===== src/rtl/core/wsrm_pkg.sv =====
// Shared types and constants for the wildcard star pattern matcher.
package wsrm_pkg;

    localparam int MAX_PATTERN_DEF = 32;
    localparam int POS_W           = 5;
    localparam int SYM_W           = 8;
    localparam int KIND_W          = 2;

    localparam logic [SYM_W-1:0] SYM_STAR = 8'h2A;
    localparam logic [SYM_W-1:0] SYM_DOT  = 8'h2E;

    // Item kinds; the remaining code carries no meaning and is dropped.
    typedef enum logic [KIND_W-1:0] {
        KIND_LOAD = 2'd0,
        KIND_TEXT = 2'd1,
        KIND_END  = 2'd2
    } t_kind;

    typedef enum logic {
        ST_RUN  = 1'b0,
        ST_HOLD = 1'b1
    } t_state;

    // Commands from the controller to the datapath.
    typedef struct packed {
        logic load;
        logic step;
        logic finish;
    } t_dp_cmd;

endpackage


===== src/rtl/core/wsrm_ctrl.sv =====
// Controller state machine: input and output handshakes and datapath commands.
module wsrm_ctrl (
    input  logic                            i_clk,
    input  logic                            i_rst_n,
    input  logic                            i_in_valid,
    input  logic [wsrm_pkg::KIND_W-1:0]     i_kind,
    input  logic                            i_out_ready,
    output logic                            o_in_ready,
    output logic                            o_out_valid,
    output wsrm_pkg::t_dp_cmd               o_cmd
);
    import wsrm_pkg::*;

    t_state r_state;
    t_state n_state;
    logic   w_accept;

    always_ff @(posedge i_clk) begin
        if (!i_rst_n) begin
            r_state <= ST_RUN;
        end else begin
            r_state <= n_state;
        end
    end

    always_comb begin
        o_out_valid = (r_state == ST_HOLD);
        // The result register frees up in the same cycle it is taken.
        o_in_ready  = (r_state == ST_RUN) || i_out_ready;
        w_accept    = i_in_valid && o_in_ready;
        o_cmd       = '0;
        unique case (t_kind'(i_kind))
            KIND_LOAD: o_cmd.load   = w_accept;
            KIND_TEXT: o_cmd.step   = w_accept;
            KIND_END:  o_cmd.finish = w_accept;
            default:   o_cmd        = '0;
        endcase
        n_state = r_state;
        priority if (o_cmd.finish) begin
            n_state = ST_HOLD;
        end else if (r_state == ST_HOLD && i_out_ready) begin
            n_state = ST_RUN;
        end
    end

endmodule


===== src/rtl/core/wsrm_dp.sv =====
// Datapath: pattern store, prefix match row, star closure and row update.
module wsrm_dp #(
    parameter int MAX_PATTERN = wsrm_pkg::MAX_PATTERN_DEF
) (
    input  logic                            i_clk,
    input  logic                            i_rst_n,
    input  wsrm_pkg::t_dp_cmd               i_cmd,
    input  logic [wsrm_pkg::POS_W-1:0]      i_position,
    input  logic [wsrm_pkg::SYM_W-1:0]      i_symbol,
    input  logic                            i_pattern_last,
    output logic                            o_matched
);
    import wsrm_pkg::*;

    localparam int IDX_W  = $clog2(MAX_PATTERN);
    localparam int LEN_W  = $clog2(MAX_PATTERN + 1);
    localparam int LEVELS = $clog2(MAX_PATTERN);

    logic [SYM_W-1:0]   r_pat [MAX_PATTERN];
    logic [MAX_PATTERN-1:0] r_is_star;
    logic [MAX_PATTERN-1:0] r_is_dot;
    logic [LEN_W-1:0]   r_len;
    logic [MAX_PATTERN:0] r_row;
    logic               r_matched;

    logic [MAX_PATTERN:0]   w_gen [LEVELS+1];
    logic [MAX_PATTERN:0]   w_prop [LEVELS+1];
    logic [MAX_PATTERN:0]   w_closed;
    logic [MAX_PATTERN-1:0] w_hit;
    logic [MAX_PATTERN:0]   w_next_row;
    logic                   w_load_ok;
    logic [IDX_W-1:0]       w_idx;

    assign w_load_ok = i_cmd.load && (int'(i_position) < MAX_PATTERN);
    assign w_idx     = IDX_W'(i_position);

    // Pattern entries carry no reset; star and dot flags are decoded on load.
    always_ff @(posedge i_clk) begin
        if (w_load_ok) begin
            r_pat[w_idx]     <= i_symbol;
            r_is_star[w_idx] <= (i_symbol == SYM_STAR);
            r_is_dot[w_idx]  <= (i_symbol == SYM_DOT);
        end
        if (i_cmd.finish) begin
            r_matched <= w_closed[r_len];
        end
    end

    always_ff @(posedge i_clk) begin
        if (!i_rst_n) begin
            r_len <= '0;
            r_row <= (MAX_PATTERN+1)'(1);
        end else begin
            if (w_load_ok && i_pattern_last) begin
                r_len <= LEN_W'(i_position) + LEN_W'(1);
            end
            if (i_cmd.finish) begin
                r_row <= (MAX_PATTERN+1)'(1);
            end else if (i_cmd.step) begin
                r_row <= w_next_row;
            end
        end
    end

    // Empty-match closure: e[j] = row[j] | (star at j-1 & e[j-2]), solved as a
    // parallel prefix with strides 2, 4, 8, ... rather than a long ripple.
    always_comb begin
        w_gen[0]  = r_row;
        w_prop[0] = '0;
        for (int j = 2; j <= MAX_PATTERN; j++) begin
            w_prop[0][j] = r_is_star[j-1];
        end
        for (int k = 0; k < LEVELS; k++) begin
            w_gen[k+1]  = w_gen[k];
            w_prop[k+1] = w_prop[k];
            for (int j = 0; j <= MAX_PATTERN; j++) begin
                if (j >= (2 << k)) begin
                    w_gen[k+1][j]  = w_gen[k][j] | (w_prop[k][j] & w_gen[k][j-(2<<k)]);
                    w_prop[k+1][j] = w_prop[k][j] & w_prop[k][j-(2<<k)];
                end
            end
        end
        w_closed = w_gen[LEVELS];
    end

    // Row update for one text character.
    always_comb begin
        for (int i = 0; i < MAX_PATTERN; i++) begin
            w_hit[i] = r_is_dot[i] || (r_pat[i] == i_symbol);
        end
        w_next_row    = '0;
        w_next_row[1] = !r_is_star[0] && w_hit[0] && w_closed[0];
        for (int j = 2; j <= MAX_PATTERN; j++) begin
            if (r_is_star[j-1]) begin
                w_next_row[j] = w_hit[j-2] && w_closed[j];
            end else begin
                w_next_row[j] = w_hit[j-1] && w_closed[j-1];
            end
        end
    end

    assign o_matched = r_matched;

endmodule


===== src/rtl/core/wildcard_star_regex_matcher.sv =====
// Top level of the wildcard star pattern matcher.
//
// Whole-string matching of a byte stream against a pattern in which '.'
// stands for any byte and '*' for zero or more of the element before it.
// One input channel carries three kinds of item: a pattern symbol written at
// a position (with a flag marking the last symbol, which sets the length), a
// text character, and an end-of-text mark. Only the end-of-text item gives a
// result: one bit saying whether the whole text matches the whole pattern,
// after which the match row returns to its empty-text value.
// One item per cycle is sustained while no result is stalled; the row update
// and its star closure sit in one register-to-register path through the
// datapath. A result appears on the output in the cycle after its
// end-of-text item was accepted and is held in a result register.
// While a result is held and the receiver stalls, input ready stays low and
// no item of any kind is taken; in the cycle the result is taken a new item
// may enter, so the input is held off for exactly as long as the stall.
// Reset empties the pattern length and the match row; pattern entries are
// not cleared and must be written before use. No clearing pass is needed.
module wildcard_star_regex_matcher #(
    parameter int MAX_PATTERN = wsrm_pkg::MAX_PATTERN_DEF
) (
    input  logic                            i_clk,
    input  logic                            i_rst_n,
    input  logic                            i_in_valid,
    output logic                            o_in_ready,
    input  logic [wsrm_pkg::KIND_W-1:0]     i_kind,
    input  logic [wsrm_pkg::POS_W-1:0]      i_position,
    input  logic [wsrm_pkg::SYM_W-1:0]      i_symbol,
    input  logic                            i_pattern_last,
    output logic                            o_out_valid,
    input  logic                            i_out_ready,
    output logic                            o_matched
);
    import wsrm_pkg::*;

    t_dp_cmd w_cmd;

    // The controller owns both handshakes and issues one command per item of a known kind.
    wsrm_ctrl u_ctrl (
        .i_clk       (i_clk),
        .i_rst_n     (i_rst_n),
        .i_in_valid  (i_in_valid),
        .i_kind      (i_kind),
        .i_out_ready (i_out_ready),
        .o_in_ready  (o_in_ready),
        .o_out_valid (o_out_valid),
        .o_cmd       (w_cmd)
    );

    // The datapath holds the pattern, the match row and the result register.
    wsrm_dp #(
        .MAX_PATTERN (MAX_PATTERN)
    ) u_dp (
        .i_clk          (i_clk),
        .i_rst_n        (i_rst_n),
        .i_cmd          (w_cmd),
        .i_position     (i_position),
        .i_symbol       (i_symbol),
        .i_pattern_last (i_pattern_last),
        .o_matched      (o_matched)
    );

`ifndef SYNTHESIS
    // An accepted end-of-text item always leaves a result waiting.
    a_end_gives_result: assert property (@(posedge i_clk) disable iff (!i_rst_n)
        (i_in_valid && o_in_ready && i_kind == KIND_END) |=> o_out_valid)
        else $error("end-of-text item accepted without a following result");

    // A held result that is not taken blocks further intake.
    a_stall_blocks: assert property (@(posedge i_clk) disable iff (!i_rst_n)
        (o_out_valid && !i_out_ready) |-> !o_in_ready)
        else $error("input taken while a result is stalled");

    // A result only ever follows an accepted end-of-text item.
    a_result_origin: assert property (@(posedge i_clk) disable iff (!i_rst_n)
        $rose(o_out_valid) |-> $past(i_in_valid && o_in_ready && i_kind == KIND_END))
        else $error("result appeared without an end-of-text item");

    // Only a finish command may change the held result bit.
    a_result_held: assert property (@(posedge i_clk) disable iff (!i_rst_n)
        !$past(w_cmd.finish) && $past(o_out_valid) |-> $stable(o_matched))
        else $error("held result changed without a new end-of-text item");
`endif

endmodule

===== config.mk =====
export PLATFORM = sky130hd
export DESIGN_NAME = wildcard_star_regex_matcher
export DESIGN_NICKNAME = d
export VERILOG_FILES = /design/src/rtl/core/wsrm_pkg.sv /design/src/rtl/core/wsrm_ctrl.sv /design/src/rtl/core/wsrm_dp.sv /design/src/rtl/core/wildcard_star_regex_matcher.sv
export SDC_FILE = /design/constraint.sdc
export NUM_CORES = 1
export LEC_CHECK = 0
export BUFFER_PORTS_ARGS = -buffer_cell sky130_fd_sc_hd__buf_4
export CORE_MARGIN = 3
export CORE_UTILIZATION = 60
export DETAILED_ROUTE_END_ITERATION = 10
export PLACE_DENSITY = 0.75
export SLEW_MARGIN = 20
export SYNTH_ARGS = -nofsm -noshare
export SYNTH_HDL_FRONTEND = slang
export SYNTH_SLANG_ARGS = --single-unit
export TNS_END_PERCENT = 5

===== constraint.sdc =====
create_clock -name i_clk -period 2.8 [get_ports i_clk]
set_clock_uncertainty 0.2 [all_clocks]
set_input_delay 0.14 -clock i_clk [delete_from_list [all_inputs] [get_ports i_clk]]
set_output_delay 0.14 -clock i_clk [all_outputs]
set_load 0.02 [all_outputs]

### Word level (Yosys, flattened, before mapping)

Memories as Yosys holds them, arrays and structs flattened.
Cells that the tools add are included.

| word-level totals | value |
|---|---|
| bits of input ports | 20 |
| memories kept | 1 |
| word-level logic and storage cells | 476 |
| bits in registers | 105 |
| bits in writable memories | 256 |

| cells by class | value |
|---|---|
| multiplexer cells | 44 |
| $lt $le $gt $ge | 3 |
| add/subtract/negate cells | 1 |
| reduce and logical (&&, ||, !) cells | 105 |
| equal/unequal tests | 36 |
| bitwise gates (word level) | 280 |

Memories:

| name | depth | bits a word | read ports | clocked after memory_dff | write ports | line | text |
|---|---|---|---|---|---|---|---|
| u_dp.r_pat | 32 | 8 | 32 | 0 | 1 | wsrm_dp.sv:19 | `logic [SYM_W-1:0] r_pat [MAX_PATTERN];` |

Operators with widths:

| operator | count |
|---|---|
| $eq A8 B8 Y1 | 32 |
| $and A1 B1 Y1 | 175 |
| $or A1 B1 Y1 | 103 |
| $logic_and A1 B1 Y1 | 68 |
| $bwmux W32 | 2 |
| $mux W1 | 40 |
| $logic_or A1 B1 Y1 | 33 |
| $eq A8 B6 Y1 const B | 2 |
| $lt A6 B7 Y1 const B | 1 |
| $add A5 B1 Y6 const B | 1 |
| $bmux W1 S6 | 1 |
| $lt A5 B6 Y1 const B | 1 |
| $demux W1 S5 | 1 |
| $ge A5 B1 Y1 const B | 1 |
| $eq A2 B1 Y1 const B | 1 |
| $eq A2 B2 Y1 const B | 1 |
| $logic_not A2 Y1 | 1 |
| $not A1 Y1 | 2 |
| $reduce_bool A2 Y1 | 1 |
| $reduce_or A2 Y1 | 1 |
| $logic_not A1 Y1 | 1 |

### Logic depth before layout (Yosys ltp)

| depth | value |
|---|---|
| depth after elaboration | 11 |
| depth in mapped cells | 10 |
| mapped depth without buffers | 8 |

### Hierarchy

A second synthesis with hierarchy kept.

| unflattened totals | value |
|---|---|
| cells, all modules | 1,163 |
| area total of the unflattened synthesis | 15,805.2 um^2 |

Modules (own cells, without submodules):

| module | area an instance (um^2) | instances | sequential area each (um^2) | cells each |
|---|---|---|---|---|
| wsrm_dp | 15,708.8 | 1 | 10,420.0 | 1,154 |
| wsrm_ctrl | 96.3 | 1 | 20.0 | 9 |

### Worst setup path after synthesis

No wires, ideal clock.

| timing | value |
|---|---|
| kind | input-to-reg |
| start point | input port i_symbol[5] (netlist bit) |
| end point | register u_dp.r_is_dot[0], data pin |
| buffers on the path | 3 |
| data required time | 2.249 ns |
| setup slack | 0.251 ns |
| data arrival time | 1.998 ns |
| stages on the path | 6 |
| path through | buf_2 > buf_2 > buf_2 > nor4b_1 > nand4b_1 > nor2_1 |

| between the ends | value |
|---|---|
| longest elaborated chain between the ends | 2 |

RTL lines:

| what | line | text |
|---|---|---|
| start: declaration | wildcard_star_regex_matcher.sv:28 | `input logic [wsrm_pkg::SYM_W-1:0] i_symbol,` |
| $eq A8 B6 Y1 | wsrm_dp.sv:42 | `r_is_dot[w_idx] <= (i_symbol == SYM_DOT);` |
| $bwmux W32 | wsrm_dp.sv:42 |  |
| end signal: indexed assignment | wsrm_dp.sv:42 |  |
| end: declaration | wsrm_dp.sv:21 | `logic [MAX_PATTERN-1:0] r_is_dot;` |

No other way between the ends.
A chain may end at the register's enable or synchronous reset.

### Worst setup path after layout

| timing | value |
|---|---|
| start point | register u_dp.r_is_star[1] |
| end point | register u_dp.r_matched (netlist: u_dp.o_matched), data pin |

| between the ends | value |
|---|---|
| longest elaborated chain between the ends | 10 |
| elaborated cells on any way between the ends | 38 |

RTL lines:

| what | line | text |
|---|---|---|
| start: declaration | wsrm_dp.sv:20 | `logic [MAX_PATTERN-1:0] r_is_star;` |
| start signal: indexed assignment | wsrm_dp.sv:41 | `r_is_star[w_idx] <= (i_symbol == SYM_STAR);` |
| $and A1 B1 Y1 | wsrm_dp.sv:78 | `w_gen[k+1][j] = w_gen[k][j] \| (w_prop[k][j] & w_gen[k][j-(2<<k)]);` |
| $or A1 B1 Y1 | wsrm_dp.sv:78 |  |
| $and A1 B1 Y1 | wsrm_dp.sv:78 |  |
| $or A1 B1 Y1 | wsrm_dp.sv:78 |  |
| $and A1 B1 Y1 | wsrm_dp.sv:78 |  |
| $or A1 B1 Y1 | wsrm_dp.sv:78 |  |
| $and A1 B1 Y1 | wsrm_dp.sv:78 |  |
| $or A1 B1 Y1 | wsrm_dp.sv:78 |  |
| $bmux W1 S6 (*) | wsrm_dp.sv:45 | `r_matched <= w_closed[r_len];` |
| $mux W1 (implied by the code) (*) | wsrm_dp.sv:45 |  |
| end signal: assignment | wsrm_dp.sv:45 |  |
| end: declaration | wsrm_dp.sv:24 | `logic r_matched;` |

Mark *: on every way between the ends. The rest lies on a longest branch, timed or not. The select of a mux whose other input is x is not followed.

==> reports/metrics.yaml <==
grt_pass1_wl_mm: 53.8
required_ns: 2.86
grt_usage: 0.238
comb_power_share: 0.068
synth_edf_count: 321
met1_usage: 0.341
ir_worst_vdd_mv: 0.486
worstHoldEndpoint: "u_dp.r_len[2]"
drive_gt1_frac: 0.129
async_flop_share: 0
cts_root_buf: "clkbuf_16"
power_mw: 11.6
power.switching_mw: 2.48
drv_cap: 0
slew_viol_final: 0
post_synth.cell_area_avg_um2: 13.5
clk_latency_ns: 0.51
wl_per_cell_um: 20.5
htreeDepth: 2
tightest_slew_ns: 0.860
holdPathStages: 4
status: "completed"
grt_use_met2: 0.385
vias: 9798
crit_top_cell: "o21bai_1"
top_usage_layer: "met2"
netlist_instances: 1178
place_congestion: 0.950
drcViolationCount: 0
path_cells: "a211oi_1 > o21bai_1 > a21oi_1 > o21bai_1 > a221oi_1 > nor4b_1 > o21ai_0 > o21ai_1"
grt_util_met3: 0.0362
hold_start: "i_pattern_last"
row_count: 59
worstPathMaxFanout: 5
clockBufferDepth: 3
area_delta_synth_final_pct: 15.3
regToRegSetupSlack_ns: 0.14
grt_overflow: 0
core_area_um2: 26100
internal-power_mw: 9.11
endpoint_kind: "flip-flop"
path_class: "flip-flop to flip-flop"
vias_per_cell: 5.97
path_clk_slew_ns: 0.06
cts.sinks: 361
clkPwrFrac: 0.421
relSlewSlack: 0.425
p_leak_nw: 6.46
slowest_stage: "edfxtp_1"
power_density_nw_per_um2: 631
routed_wl_mm: 33.6
dp_hpwl_mm: 21.2
die_area_um2: 28600
synth_nets: 1202
min_path_type: "primary input to flip-flop"
ios: 23
post-route-min-period_ns: 2.66
synth-seq-area-share: 0.655
yosysWarnings: 0
synth_top_flop_cell: "edfxtp_1"
cts_tree: "built"
worst_ep_arrival_time_ns: 2.71
start_kind: "flip-flop"
drtAntennaViolNets: 0
r2r-start: "u_dp.r_is_star[1]"
io_buffers: 22
antenna_found_initial: 0
final_util: 0.705
timing.final.crit_share: 0.948
hold_viol: 0
die_x_um: 169
rsz0062_at_grt: "no"
r2r.worst_path.cells: 8
grt_max_degree: 48
synthesis.area_um2: 15900
antenna_cells_inserted: 0
seq_power_share: 0.511
fmax_mhz: 377
layout_commonest_cell: "edfxtp_1"
synthDistinctLibCells: 69
grt_pass1_vias: 9914
nNetsFinal: 1302
most-common-layout-cells: "321 x edfxtp_1, 224 x xor2_1, 94 x nor2_1, 82 x buf_4, 63 x a21oi_1"
firstDrtPassIters: 5
r2r_end: "u_dp.o_matched"
die_y_um: 169
ys_seq_elements: 361
setup_tns_ns: 0
start_util: 0.612
numCtsBuffers: 38
drt_iter0_drc: 1027
p_sw_frac: 0.214
cp_slowest_stage_delay_ns: 0.44
setup_viol: 0
[final cells by class]
type | count | area (um2)
flip-flops and latches | 361 | 10400
fillers | 1759 | 7680
multi-input cells | 747 | 5190
clock buffers | 55 | 1090
repair buffers | 115 | 1060
well taps | 335 | 419
clock inverters | 14 | 133
inverters | 15 | 56.3
[power groups by stage]
stage	sequential (mW)	clock, mW	combinational, mW
after floorplan	6.03	0	0.502
after global placement	6.03	0	0.742
after detailed placement	6.04	0	0.759
after CTS	5.92	4.97	0.792
after global routing	5.92	5.18	0.871
final	5.92	4.88	0.790
[metal layers]
layer,part of all wire,wire length [um],vias to the layer above
met2,0.47,15900,349
met5,0,0,-
li1,-,-,4567
met4,0.025,833,0
met1,0.44,14800,4813
met3,0.061,2050,69
[logic make-up after synthesis]
kind of cell / after synthesis / synth area share
and+or+nand+nor: 271 / 0.0843
adders and majority gates: 4 / 0.00314
xor gates and xnor gates: 259 / 0.142
DFF: 361 / 0.655
AOI/OAI and AO/OA: 209 / 0.0917
buffers and inverters: 70 / 0.0201
muxes: 4 / 0.00330
[timing repair]
action,4_1_cts,5_1_grt
endpoints found under the hold margin,96,0
setup endpoints to repair,0,1
buffers inserted,0,0
gates resized for setup,0,2
hold buffers,22,0
[worst max path at each step]
stage / start / endpoint / cells past startpoint
6_report: u_dp.r_is_star[1] / u_dp.o_matched / 8
3_3_place_gp: u_dp.r_is_star[2] / u_dp.o_matched / 8
2_1_floorplan: i_symbol[5] / u_dp.r_is_dot[0] / 6
5_1_grt: u_dp.r_is_star[1] / u_dp.o_matched / 8
4_1_cts: u_dp.r_is_star[2] / u_dp.o_matched / 8
3_5_place_dp: u_dp.r_is_star[1] / u_dp.o_matched / 8
[sequential cells by signal, summed over array words and instances (netlist names)]
name and count:
u_dp.r_row 33, u_dp.r_is_dot 32, u_dp.r_is_star 32, u_ctrl.o_out_valid 1, u_dp.o_matched 1, u_dp.r_pat 256
u_dp.r_len 6
[through the flow]
step           setup WS (ns)  cells  cell area (um2)  hold WS, ns
3_5_place_dp           0.207   1551            16900        0.245
5_1_grt              0.00744   1642            18400        0.101
3_3_place_gp           0.181   1551            16900        0.236
4_1_cts                0.175   1642            18400       0.0435
2_1_floorplan          0.251   1178            15900       0.0389
6_report               0.145   1642            18400       0.0631
[worst max-delay path: cells and delay by family (launching register included)]
family           cells  cell delay (ns)
AO/OA/AOI/OAI        7             1.67
AND/OR/NAND/NOR      1             0.10
flip-flops           1             0.44
[synthesized netlist by cell type, drive strengths merged (5+ instances only)]
cell type  number  area (um2)
a211oi         18         135
a21o           14         128
a21oi          64         324
a221oi          5        43.8
a311oi          5        43.8
a31oi          12        96.3
a41o           17         170
buf            35         188
clkbuf         20        76.3
dfxtp          40         801
edfxtp        321        9640
inv            15        56.3
nand2          43         161
nand2b         12        75.1
nand3          12        60.1
nor2           97         372
nor3           20         100
nor4           47         294
o211a           6        60.1
o21a            5        37.5
o21ai          31         155
or2             6        37.5
or3             5        31.3
xnor2          35         307
xor2          224        1960
Power figures use the tool's default switching activity.
